File: config.mk
export PLATFORM = sky130hd
export DESIGN_NAME = two_class_queue_sliding_rate_limit
export DESIGN_NICKNAME = d
export VERILOG_FILES = /design/src/rtl/tcq_pkg.sv /design/src/rtl/tcq_queue.sv /design/src/rtl/tcq_front.sv /design/src/rtl/tcq_back.sv /design/src/rtl/two_class_queue_sliding_rate_limit.sv
export SDC_FILE = /design/constraint.sdc
export NUM_CORES = 2
export LEC_CHECK = 0
export BUFFER_PORTS_ARGS = -buffer_cell sky130_fd_sc_hd__clkbuf_2
export CAP_MARGIN = 15
export CORE_MARGIN = 10
export CORE_UTILIZATION = 55
export DETAILED_ROUTE_END_ITERATION = 10
export HOLD_SLACK_MARGIN = 0.05
export PLACE_DENSITY = 0.7
export RECOVER_POWER = 25
export SLEW_MARGIN = 5
export SYNTH_ARGS = -nofsm -noshare
export SYNTH_HDL_FRONTEND = slang
export SYNTH_SLANG_ARGS = --single-unit
File: constraint.sdc
create_clock -name i_clk -period 10.4 [get_ports i_clk]
set_input_delay 2.08 -clock i_clk [delete_from_list [all_inputs] [get_ports i_clk]]
set_output_delay 2.08 -clock i_clk [all_outputs]
set_load 0.01 [all_outputs]
File: src/rtl/tcq_pkg.sv
// Shared types, codes and defaults for the two-class rate-limited queue.
// Depends on nothing; used by every module of the block but tcq_queue.
package tcq_pkg;

    localparam int TCQ_QUEUE_DEPTH = 16;
    localparam int TCQ_MAX_LIMIT   = 64;
    localparam int TCQ_TIME_WIDTH  = 32;

    localparam logic [1:0] OP_ENQ      = 2'd0;
    localparam logic [1:0] OP_TICK     = 2'd1;
    localparam logic [1:0] OP_DISPATCH = 2'd2;

    localparam logic [2:0] ST_QUEUED    = 3'd0;
    localparam logic [2:0] ST_FULL      = 3'd1;
    localparam logic [2:0] ST_TICKED    = 3'd2;
    localparam logic [2:0] ST_SENT      = 3'd3;
    localparam logic [2:0] ST_NONE      = 3'd4;
    localparam logic [2:0] ST_THROTTLED = 3'd5;

    localparam logic [1:0] CFG_SEND_LIMIT = 2'd0;
    localparam logic [1:0] CFG_WINDOW     = 2'd1;

    localparam logic [6:0]  SEND_LIMIT_RESET = 7'd0;
    localparam logic [31:0] WINDOW_RESET     = 32'd1000000;

    typedef struct packed {
        logic [1:0]  op;
        logic [15:0] message_handle;
        logic        low_priority;
    } t_in_item;

    typedef struct packed {
        logic [2:0]  status;
        logic [15:0] sent_handle;
        logic        sent_low_priority;
        logic [31:0] latency_ticks;
        logic [5:0]  queued_total;
        logic [6:0]  window_count;
    } t_out_item;

    typedef enum logic [1:0] {
        CMD_ENQ,
        CMD_TICK,
        CMD_DISPATCH,
        CMD_NOP
    } t_cmd_kind;

    typedef struct packed {
        t_cmd_kind   kind;
        logic [15:0] handle;
        logic        low_priority;
    } t_cmd;

    typedef struct packed {
        logic valid;
        t_cmd cmd;
    } t_cmd_q;

    typedef enum logic [1:0] {
        BS_IDLE,
        BS_PRUNE_RD,
        BS_PRUNE_CHK,
        BS_DECIDE
    } t_bstate;

endpackage

File: src/rtl/tcq_queue.sv
// Two-entry register queue used between the front and back and on the result side.
// Depends on nothing.
module tcq_queue #(
    parameter int WIDTH = 8
) (
    input  logic             i_clk,
    input  logic             i_rst_n,
    input  logic             i_push,
    input  logic [WIDTH-1:0] i_data,
    output logic             o_full,
    output logic             o_empty,
    input  logic             i_pop,
    output logic [WIDTH-1:0] o_data
);

    logic [WIDTH-1:0] r_mem [2];
    logic             r_wr, n_wr;
    logic             r_rd, n_rd;
    logic [1:0]       r_cnt, n_cnt;
    logic             push_ok;
    logic             pop_ok;

    assign o_full  = (r_cnt == 2'd2);
    assign o_empty = (r_cnt == 2'd0);
    assign o_data  = r_mem[r_rd];
    assign push_ok = i_push && !o_full;
    assign pop_ok  = i_pop && !o_empty;

    always_comb begin
        n_wr  = push_ok ? ~r_wr : r_wr;
        n_rd  = pop_ok ? ~r_rd : r_rd;
        n_cnt = r_cnt + 2'(push_ok) - 2'(pop_ok);
    end

    always_ff @(posedge i_clk) begin
        if (!i_rst_n) begin
            r_wr  <= 1'b0;
            r_rd  <= 1'b0;
            r_cnt <= 2'd0;
        end else begin
            r_wr  <= n_wr;
            r_rd  <= n_rd;
            r_cnt <= n_cnt;
        end
    end

    always_ff @(posedge i_clk) begin
        if (push_ok) begin
            r_mem[r_wr] <= i_data;
        end
    end

endmodule

File: src/rtl/tcq_front.sv
// Front end: accepts input items, classifies them into commands and queues them.
// Depends on tcq_pkg and tcq_queue.
module tcq_front (
    input  logic              i_clk,
    input  logic              i_rst_n,
    input  logic              i_push,
    output logic              o_full,
    input  tcq_pkg::t_in_item i_in,
    output tcq_pkg::t_cmd_q   o_cmd,
    input  logic              i_cmd_pop
);

    tcq_pkg::t_cmd           cmd;
    logic [$bits(cmd)-1:0]   cq_data;
    logic                    cq_empty;

    always_comb begin
        cmd.handle       = i_in.message_handle;
        cmd.low_priority = i_in.low_priority;
        unique case (i_in.op)
            tcq_pkg::OP_ENQ:      cmd.kind = tcq_pkg::CMD_ENQ;
            tcq_pkg::OP_TICK:     cmd.kind = tcq_pkg::CMD_TICK;
            tcq_pkg::OP_DISPATCH: cmd.kind = tcq_pkg::CMD_DISPATCH;
            default:              cmd.kind = tcq_pkg::CMD_NOP;
        endcase
    end

    tcq_queue #(
        .WIDTH($bits(cmd))
    ) u_cmd_queue (
        .i_clk   (i_clk),
        .i_rst_n (i_rst_n),
        .i_push  (i_push),
        .i_data  (cmd),
        .o_full  (o_full),
        .o_empty (cq_empty),
        .i_pop   (i_cmd_pop),
        .o_data  (cq_data)
    );

    assign o_cmd.valid = !cq_empty;
    assign o_cmd.cmd   = cq_data;

endmodule

File: src/rtl/tcq_back.sv
// Back end: class FIFOs, send-time ring, tick counter, config registers and result queue.
// Depends on tcq_pkg and tcq_queue.
module tcq_back #(
    parameter int QUEUE_DEPTH = tcq_pkg::TCQ_QUEUE_DEPTH,
    parameter int MAX_LIMIT   = tcq_pkg::TCQ_MAX_LIMIT,
    parameter int TIME_WIDTH  = tcq_pkg::TCQ_TIME_WIDTH
) (
    input  logic               i_clk,
    input  logic               i_rst_n,
    input  tcq_pkg::t_cmd_q    i_cmd,
    output logic               o_cmd_pop,
    input  logic               i_cfg_valid,
    output logic               o_cfg_ready,
    input  logic [1:0]         i_cfg_index,
    input  logic [31:0]        i_cfg_data,
    output logic               o_empty,
    input  logic               i_pop,
    output tcq_pkg::t_out_item o_out
);

    localparam int QAW = $clog2(QUEUE_DEPTH);
    localparam int QCW = $clog2(QUEUE_DEPTH + 1);
    localparam int RAW = (MAX_LIMIT > 1) ? $clog2(MAX_LIMIT) : 1;
    localparam int RCW = $clog2(MAX_LIMIT + 1);
    localparam int TW  = TIME_WIDTH;
    localparam int EW  = TIME_WIDTH + 32;
    localparam int LW  = RCW + 7;
    localparam int SW  = QCW + 7;
    localparam int DW  = TIME_WIDTH + 16;

    localparam logic [QCW:0]   QD_X   = (QCW + 1)'(QUEUE_DEPTH);
    localparam logic [QCW-1:0] QD_C   = QCW'(QUEUE_DEPTH);
    localparam logic [QAW-1:0] Q_LAST = QAW'(QUEUE_DEPTH - 1);
    localparam logic [RCW:0]   ML_X   = (RCW + 1)'(MAX_LIMIT);
    localparam logic [RCW-1:0] ML_C   = RCW'(MAX_LIMIT);
    localparam logic [RAW-1:0] R_LAST = RAW'(MAX_LIMIT - 1);
    localparam logic [LW-1:0]  ML_L   = LW'(MAX_LIMIT);

    tcq_pkg::t_bstate r_state, n_state;
    logic [QAW-1:0]   r_u_rd, n_u_rd, r_n_rd, n_n_rd;
    logic [QCW-1:0]   r_u_cnt, n_u_cnt, r_n_cnt, n_n_cnt;
    logic [RAW-1:0]   r_ring_head, n_ring_head;
    logic [RCW-1:0]   r_ring_cnt, n_ring_cnt;
    logic [TW-1:0]    r_time, n_time;
    logic [6:0]       r_send_limit;
    logic [31:0]      r_window;

    logic [DW-1:0]    r_u_mem [QUEUE_DEPTH];
    logic [DW-1:0]    r_n_mem [QUEUE_DEPTH];
    logic [TW-1:0]    r_ring_mem [MAX_LIMIT];
    logic [DW-1:0]    r_u_q, r_n_q;
    logic [TW-1:0]    r_ring_q;

    logic             q_we_u, q_we_n;
    logic [QAW-1:0]   q_waddr;
    logic [QAW-1:0]   sel_rd;
    logic [QCW-1:0]   sel_cnt;
    logic [QCW:0]     q_wsum;
    logic             ring_we;
    logic [RAW-1:0]   ring_waddr;
    logic [RCW:0]     r_wsum;
    logic [TW-1:0]    prune_age;
    logic [LW-1:0]    lim;
    logic             throttle;
    logic             record;
    logic [DW-1:0]    entry;
    logic [TW-1:0]    lat_age;
    logic [EW-1:0]    lat_ext;
    logic [SW-1:0]    tot;
    logic [LW-1:0]    wc_ext;
    logic             rq_push;
    logic             rq_full;
    tcq_pkg::t_out_item res;

    assign o_cfg_ready = 1'b1;

    always_comb begin
        sel_rd  = i_cmd.cmd.low_priority ? r_n_rd : r_u_rd;
        sel_cnt = i_cmd.cmd.low_priority ? r_n_cnt : r_u_cnt;
        q_wsum  = (QCW + 1)'(sel_rd) + (QCW + 1)'(sel_cnt);
        if (q_wsum >= QD_X) begin
            q_wsum = q_wsum - QD_X;
        end
        q_waddr = q_wsum[QAW-1:0];
        r_wsum  = (RCW + 1)'(r_ring_head) + (RCW + 1)'(r_ring_cnt);
        if (r_wsum >= ML_X) begin
            r_wsum = r_wsum - ML_X;
        end
        ring_waddr = r_wsum[RAW-1:0];
        prune_age  = r_time - r_ring_q;
        lim        = (LW'(r_send_limit) > ML_L) ? ML_L : LW'(r_send_limit);
        throttle   = (lim != '0) && (LW'(r_ring_cnt) >= lim);
        record     = (lim != '0) && (r_ring_cnt < ML_C);
        entry      = (r_u_cnt == '0) ? r_n_q : r_u_q;
        lat_age    = r_time - entry[TW-1:0];
        lat_ext    = EW'(lat_age);
    end

    always_comb begin
        n_state     = r_state;
        n_u_rd      = r_u_rd;
        n_n_rd      = r_n_rd;
        n_u_cnt     = r_u_cnt;
        n_n_cnt     = r_n_cnt;
        n_ring_head = r_ring_head;
        n_ring_cnt  = r_ring_cnt;
        n_time      = r_time;
        o_cmd_pop   = 1'b0;
        q_we_u      = 1'b0;
        q_we_n      = 1'b0;
        ring_we     = 1'b0;
        rq_push     = 1'b0;
        res.status            = tcq_pkg::ST_NONE;
        res.sent_handle       = 16'd0;
        res.sent_low_priority = 1'b0;
        res.latency_ticks     = 32'd0;
        unique case (r_state)
            tcq_pkg::BS_IDLE: begin
                if (i_cmd.valid && !rq_full) begin
                    o_cmd_pop = 1'b1;
                    unique case (i_cmd.cmd.kind)
                        tcq_pkg::CMD_ENQ: begin
                            rq_push = 1'b1;
                            if (sel_cnt >= QD_C) begin
                                res.status = tcq_pkg::ST_FULL;
                            end else begin
                                res.status = tcq_pkg::ST_QUEUED;
                                if (i_cmd.cmd.low_priority) begin
                                    q_we_n  = 1'b1;
                                    n_n_cnt = r_n_cnt + 1'b1;
                                end else begin
                                    q_we_u  = 1'b1;
                                    n_u_cnt = r_u_cnt + 1'b1;
                                end
                            end
                        end
                        tcq_pkg::CMD_TICK: begin
                            rq_push    = 1'b1;
                            n_time     = r_time + 1'b1;
                            res.status = tcq_pkg::ST_TICKED;
                        end
                        tcq_pkg::CMD_DISPATCH: begin
                            n_state = tcq_pkg::BS_PRUNE_RD;
                        end
                        default: begin
                            rq_push    = 1'b1;
                            res.status = tcq_pkg::ST_NONE;
                        end
                    endcase
                end
            end
            tcq_pkg::BS_PRUNE_RD: begin
                n_state = tcq_pkg::BS_PRUNE_CHK;
            end
            tcq_pkg::BS_PRUNE_CHK: begin
                if ((r_ring_cnt != '0) && (EW'(prune_age) >= EW'(r_window))) begin
                    n_ring_head = (r_ring_head == R_LAST) ? '0 : r_ring_head + 1'b1;
                    n_ring_cnt  = r_ring_cnt - 1'b1;
                    n_state     = tcq_pkg::BS_PRUNE_RD;
                end else begin
                    n_state = tcq_pkg::BS_DECIDE;
                end
            end
            tcq_pkg::BS_DECIDE: begin
                rq_push = 1'b1;
                n_state = tcq_pkg::BS_IDLE;
                if ((r_u_cnt == '0) && (r_n_cnt == '0)) begin
                    res.status = tcq_pkg::ST_NONE;
                end else if (throttle) begin
                    res.status = tcq_pkg::ST_THROTTLED;
                end else begin
                    res.status            = tcq_pkg::ST_SENT;
                    res.sent_handle       = entry[DW-1:TW];
                    res.sent_low_priority = (r_u_cnt == '0);
                    res.latency_ticks     = (lat_ext > EW'(32'hFFFF_FFFF)) ?
                                            32'hFFFF_FFFF : lat_ext[31:0];
                    if (r_u_cnt == '0) begin
                        n_n_rd  = (r_n_rd == Q_LAST) ? '0 : r_n_rd + 1'b1;
                        n_n_cnt = r_n_cnt - 1'b1;
                    end else begin
                        n_u_rd  = (r_u_rd == Q_LAST) ? '0 : r_u_rd + 1'b1;
                        n_u_cnt = r_u_cnt - 1'b1;
                    end
                    if (record) begin
                        ring_we    = 1'b1;
                        n_ring_cnt = r_ring_cnt + 1'b1;
                    end
                end
            end
            default: begin
                n_state = tcq_pkg::BS_IDLE;
            end
        endcase
        tot    = SW'(n_u_cnt) + SW'(n_n_cnt);
        wc_ext = LW'(n_ring_cnt);
        res.queued_total = (tot > SW'(63)) ? 6'd63 : tot[5:0];
        res.window_count = (wc_ext > LW'(127)) ? 7'd127 : wc_ext[6:0];
    end

    always_ff @(posedge i_clk) begin
        if (!i_rst_n) begin
            r_state      <= tcq_pkg::BS_IDLE;
            r_u_rd       <= '0;
            r_n_rd       <= '0;
            r_u_cnt      <= '0;
            r_n_cnt      <= '0;
            r_ring_head  <= '0;
            r_ring_cnt   <= '0;
            r_time       <= '0;
            r_send_limit <= tcq_pkg::SEND_LIMIT_RESET;
            r_window     <= tcq_pkg::WINDOW_RESET;
        end else begin
            r_state     <= n_state;
            r_u_rd      <= n_u_rd;
            r_n_rd      <= n_n_rd;
            r_u_cnt     <= n_u_cnt;
            r_n_cnt     <= n_n_cnt;
            r_ring_head <= n_ring_head;
            r_ring_cnt  <= n_ring_cnt;
            r_time      <= n_time;
            if (i_cfg_valid) begin
                unique case (i_cfg_index)
                    tcq_pkg::CFG_SEND_LIMIT: r_send_limit <= i_cfg_data[6:0];
                    tcq_pkg::CFG_WINDOW:     r_window     <= i_cfg_data;
                    default: begin
                    end
                endcase
            end
        end
    end

    always_ff @(posedge i_clk) begin
        if (q_we_u) begin
            r_u_mem[q_waddr] <= {i_cmd.cmd.handle, r_time};
        end
        if (q_we_n) begin
            r_n_mem[q_waddr] <= {i_cmd.cmd.handle, r_time};
        end
        r_u_q <= r_u_mem[r_u_rd];
        r_n_q <= r_n_mem[r_n_rd];
    end

    always_ff @(posedge i_clk) begin
        if (ring_we) begin
            r_ring_mem[ring_waddr] <= r_time;
        end
        r_ring_q <= r_ring_mem[r_ring_head];
    end

    tcq_queue #(
        .WIDTH($bits(tcq_pkg::t_out_item))
    ) u_res_queue (
        .i_clk   (i_clk),
        .i_rst_n (i_rst_n),
        .i_push  (rq_push),
        .i_data  (res),
        .o_full  (rq_full),
        .o_empty (o_empty),
        .i_pop   (i_pop),
        .o_data  (o_out)
    );

endmodule

File: src/rtl/two_class_queue_sliding_rate_limit.sv
// Flow: enqueue, tick and unused codes are handled in the idle state, which pushes their
// result; a dispatch repeats BS_PRUNE_RD and BS_PRUNE_CHK until the oldest send time is in
// the window, then BS_DECIDE pushes its result. Throughput: one enqueue or tick per cycle
// while the result queue has room; no new command is taken while a dispatch runs.
// Reset: synchronous, active low; clears pointers, counts and time, loads config defaults.
// Depends on tcq_pkg, tcq_front and tcq_back.
module two_class_queue_sliding_rate_limit #(
    parameter int QUEUE_DEPTH = tcq_pkg::TCQ_QUEUE_DEPTH,
    parameter int MAX_LIMIT   = tcq_pkg::TCQ_MAX_LIMIT,
    parameter int TIME_WIDTH  = tcq_pkg::TCQ_TIME_WIDTH
) (
    input  logic               i_clk,
    input  logic               i_rst_n,
    input  logic               push,
    output logic               full,
    input  tcq_pkg::t_in_item  i_in,
    output logic               empty,
    input  logic               pop,
    output tcq_pkg::t_out_item o_out,
    input  logic               i_cfg_valid,
    output logic               o_cfg_ready,
    input  logic [1:0]         i_cfg_index,
    input  logic [31:0]        i_cfg_data
);

    tcq_pkg::t_cmd_q cmd_q;
    logic            cmd_pop;

    tcq_front u_front (
        .i_clk     (i_clk),
        .i_rst_n   (i_rst_n),
        .i_push    (push),
        .o_full    (full),
        .i_in      (i_in),
        .o_cmd     (cmd_q),
        .i_cmd_pop (cmd_pop)
    );

    tcq_back #(
        .QUEUE_DEPTH (QUEUE_DEPTH),
        .MAX_LIMIT   (MAX_LIMIT),
        .TIME_WIDTH  (TIME_WIDTH)
    ) u_back (
        .i_clk       (i_clk),
        .i_rst_n     (i_rst_n),
        .i_cmd       (cmd_q),
        .o_cmd_pop   (cmd_pop),
        .i_cfg_valid (i_cfg_valid),
        .o_cfg_ready (o_cfg_ready),
        .i_cfg_index (i_cfg_index),
        .i_cfg_data  (i_cfg_data),
        .o_empty     (empty),
        .i_pop       (pop),
        .o_out       (o_out)
    );

endmodule

==> results.sh <==
export IMPL_setup_violations=0
export IMPL_slew_violations=2098
export IMPL_setup_slack_ns=3.21
export IMPL_cts_made_buffers=385
export IMPL_cts_max_path_buffers=4
export IMPL_clk_latency_ns=0.95
export IMPL_min_path_cells=2
export IMPL_muxShareOfSynthArea_pct=17.7
export IMPL_grt_pass1_wl_mm=554
export IMPL_synth_simple_gate_area_share_pct=1.87
export IMPL_skew_ns=0.0797
export IMPL_start_util_pct=55.3
export IMPL_clock_sinks=3994
export IMPL_grt_total_usage_pct=25.4
export IMPL_critPathRequiredTime_ns=11.16
export IMPL_worstHoldPathType="flip-flop to flip-flop"
export IMPL_worstPathMaxFanout=100
export IMPL_combPwrFrac_pct=4.1
export IMPL_portBuffers=124
export IMPL_cts_tree="yes"
export IMPL_synthCells=6960
export IMPL_rows=194
export IMPL_crit_type="flip-flop to flip-flop"
export IMPL_rsz0062_at_grt="false"
export IMPL_grt_overflow_total=0
export IMPL_cp_top_family="buffers and inverters"
export IMPL_ant_nets=0
export IMPL_io_pins=126
export IMPL_final_common_cell="edfxtp_1"
export IMPL_status="finished with violations"
export IMPL_worst_pin_slew_ns=5.18
export IMPL_period_share_pct=69.2
export IMPL_swShare_pct=20.8
export IMPL_min_period_ns=7.19
export IMPL_crit_slowest_cell="clkbuf_1"
export IMPL_critPathBufInv=1
export IMPL_vias=75648
export IMPL_coreArea_um2=280000
export IMPL_p_per_area_nw_per_um2=192
export IMPL_fin_nets=7536
export IMPL_ir_drop_mv=0.163
export IMPL_post_cts_repair_setup_buffers=0
export IMPL_synth_flop_cell="edfxtp_1"
export IMPL_clkPwrFrac_pct=42.2
export IMPL_die_y_um=550
export IMPL_synthArstFlopShare_pct=0
export IMPL_synth_area_per_cell_um2=22.2
export IMPL_crit_path_end_kind="flip-flop"
export IMPL_r2r_setup_slack_ns=3.21
export IMPL_seq_area_frac_synth_pct=76.0
export IMPL_min_delay_start="u_back.r_window[22]$_SDFFE_PN0P_"
export IMPL_wl_per_cell_um=34.0
export IMPL_p_seq_share_pct=53.7
export IMPL_timing_fmax_mhz=139
export IMPL_reg2reg_from="u_back.r_time[2]$_SDFFE_PN0P_"
export IMPL_p_leak_nw=54.1
export IMPL_r2r_cells=10
export IMPL_rr_endpoint="u_back.r_time[31]$_SDFFE_PN0P_"
export IMPL_grt_pass1_vias=75747
export IMPL_setup_tns_ns=0
export IMPL_final_cell_mix="3752 x edfxtp_1, 1152 x mux4_2, 394 x clkbuf_16"
export IMPL_crit_arrival_ns=7.95
export IMPL_slew_headroom_pct=-245
export IMPL_synth_adder_area_share_pct=1.14
export IMPL_grt_max_degree=148
export IMPL_drtIter0Drc=11874
export IMPL_violations="max-capacitance violations, max-slew violations"
export IMPL_cap_viol_max_count=39
export IMPL_p_switching_mw=6.94
export IMPL_slowest_delay_ns=3.59
export IMPL_syn_num_nets=7156
export IMPL_cell_internal_pwr_mw=26.5
export IMPL_synth_edf_count=3752
export IMPL_synth_seq_cells=3994
export IMPL_viasPerCell=6.63
export IMPL_hold_buffers=0
export IMPL_yosys_cell_types_count=78
export IMPL_chipWidth_um=550
export IMPL_hold_end="u_back.r_window[22]$_SDFFE_PN0P_"
export IMPL_die_area_um2=303000
export IMPL_dr_pass1_iters=6
export IMPL_worst_setup_path_start_kind="flip-flop"
export IMPL_synth_area_um2=155000
export IMPL_dpl_hpwl_mm=208
export IMPL_clk_pin_slew_worst_paths_ns=0.06
export IMPL_wl_mm=388
export IMPL_dp_slack_ns=3.99
export IMPL_synth_compound_area_share_pct=1.60
export IMPL_h_tree_depth=5
export IMPL_total_power_mw=33.4
export IMPL_area_growth_pct=12.4
export IMPL_grt_antenna_before_repair=29
export IMPL_synth_top_family_by_area="multiplexers"
export IMPL_clockRootBuffer="clkbuf_16"
export IMPL_synth_xor_area_share_pct=0.561
export IMPL_yosysWarningCount=0
export IMPL_final_hold_viol_count=0
export IMPL_cts_resized=0
export IMPL_drc_errors=0
export IMPL_place_congestion=0.851
export IMPL_path_cells="clkbuf_1, nand3_1, nor2_1, nand4_1, nor3_1, nand2b_1, or2_1, nor3_1, xnor2_1, nor2_1"
export IMPL_layout_drive_gt1_share_pct=28.8
through the flow:
step / cell area, um2 / hold slack [ns] / util (%) / instances
finish: 174000 / 0.462 / 62.1 / 11404
global route: 174000 / 0.487 / 62.1 / 11386
CTS: 174000 / 0.459 / 62.1 / 11377
detailed placement: 161000 / 0.450 / 57.6 / 10669
global placement: 161000 / 0.446 / 57.6 / 10669
floorplan: 155000 / 0.436 / - / 6960
worst max path at each step:
stage,start,endpoint,slack [ns],cells past startpoint
2_1_floorplan,u_back.r_time[1]$_SDFFE_PN0P_,u_back.r_ring_head[5]$_SDFFE_PN0P_,4.26,19
6_report,u_back.r_time[2]$_SDFFE_PN0P_,u_back.r_time[31]$_SDFFE_PN0P_,3.21,10
3_3_place_gp,u_back.r_time[0]$_SDFFE_PN0P_,u_back.u_res_queue.r_mem[0][6]$_DFFE_PP_,4.01,22
5_1_grt,u_back.r_time[2]$_SDFFE_PN0P_,u_back.r_time[31]$_SDFFE_PN0P_,2.85,10
4_1_cts,u_back.r_time[0]$_SDFFE_PN0P_,u_back.r_ring_head[5]$_SDFFE_PN0P_,3.98,22
3_5_place_dp,u_back.r_time[0]$_SDFFE_PN0P_,u_back.r_ring_head[5]$_SDFFE_PN0P_,3.99,22
routing by layer:
metal  vias to the layer above  wire (um)  part of all wire [%]  GRT usage (%)
met3                       664      46800                    12           6.02
met4                        12      10200                   2.6           6.68
met1                     40431     153000                    39           38.2
li1                      29986          -                     -              -
met5                         -         72                 0.019              0
met2                      4555     178000                    46           38.1
worst reg2reg max path: cells and delay by family, from the launching register on:
kind / cells / cell delay [ns]
buffers and inverters: 1 / 3.59
flip-flops: 1 / 0.38
AND/OR/NAND/NOR: 8 / 2.85
XOR/XNOR: 1 / 0.21
registers in the layout, indices dropped and copies added (netlist names), 2 cells and up, named ones only:
| signal | count |
|---|---|
| u_back.r_n_rd | 4 |
| u_back.u_res_queue.r_mem | 130 |
| u_front.u_cmd_queue.r_cnt | 2 |
| u_back.r_u_mem | 768 |
| u_front.u_cmd_queue.r_mem | 38 |
| u_back.r_n_q | 48 |
| u_back.r_state | 2 |
| u_back.r_u_q | 48 |
| u_back.r_ring_mem | 2048 |
| u_back.r_time | 32 |
| u_back.r_ring_head | 6 |
| u_back.r_n_cnt | 5 |
| u_back.r_ring_cnt | 7 |
| u_back.r_send_limit | 7 |
| u_back.r_ring_q | 32 |
| u_back.r_u_cnt | 5 |
| u_back.r_window | 32 |
| u_back.r_n_mem | 768 |
| u_back.u_res_queue.r_cnt | 2 |
| u_back.r_u_rd | 4 |
synth_stat cells (all sizes together) (4+ instances only):
| cell type | count | area (um2) |
|---|---|---|
| a22o | 16 | 140 |
| nand4 | 21 | 131 |
| o21bai | 13 | 97.6 |
| nand2 | 160 | 603 |
| fa | 5 | 100 |
| a21o | 41 | 308 |
| dfxtp | 242 | 4840 |
| or2 | 6 | 37.5 |
| a31oi | 13 | 87.6 |
| or4 | 6 | 45.0 |
| o31ai | 6 | 45.0 |
| xnor2 | 63 | 552 |
| mux2 | 87 | 980 |
| and2 | 18 | 113 |
| o211ai | 17 | 128 |
| ha | 133 | 1660 |
| mux4 | 1152 | 25900 |
| nor3 | 25 | 136 |
| or3 | 25 | 156 |
| inv | 111 | 417 |
| o21ai | 67 | 343 |
| edfxtp | 3752 | 113000 |
| o21a | 16 | 120 |
| nand3 | 46 | 230 |
| clkbuf | 234 | 878 |
| nor2 | 231 | 867 |
| nor4 | 6 | 37.5 |
| a21oi | 132 | 664 |
| xor2 | 36 | 315 |
| o31a | 4 | 35.0 |
| nor3b | 4 | 30.0 |
| and3 | 13 | 81.3 |
| o2111ai | 4 | 35.0 |
| a211oi | 10 | 75.1 |
| mux2i | 48 | 480 |
| buf | 92 | 387 |
| nand2b | 24 | 150 |
| nor2b | 17 | 106 |
| nand3b | 6 | 45.0 |
cells by family (layout without fill, tap and decap cells):
kind of cell / count (synthesis) / in the layout
adder cells (fa/ha/maj): 138 / 138
other: 1 / 20
AO/OA/AOI/OAI: 383 / 383
multiplexers: 1287 / 1287
buffers and inverters: 437 / 1138
AND/OR/NAND/NOR: 621 / 621
XOR/XNOR: 99 / 99
flip-flops: 3994 / 3994
final cells by class:
cell class                 count  area [um2]
antenna                       19        47.5
clock buffer                 522       10600
clock inverter               186        2110
fill                       18565      106000
inverter                     111         418
multi-input combinational   2529       36200
sequential                  3994      118000
tap                         3724        4660
timing repair buffer         319        2100
power groups by stage:
stage                     clock network, mW  registers [mW]  logic, mW
final                                  14.1            18.0       1.36
after global routing                   14.9            18.0       1.46
after CTS                              14.3            18.0       1.36
after detailed placement                  0            18.3       1.35
after global placement                    0            18.3       1.31
after floorplan                           0            18.2      0.798
(Power assumes the default switching activity.)
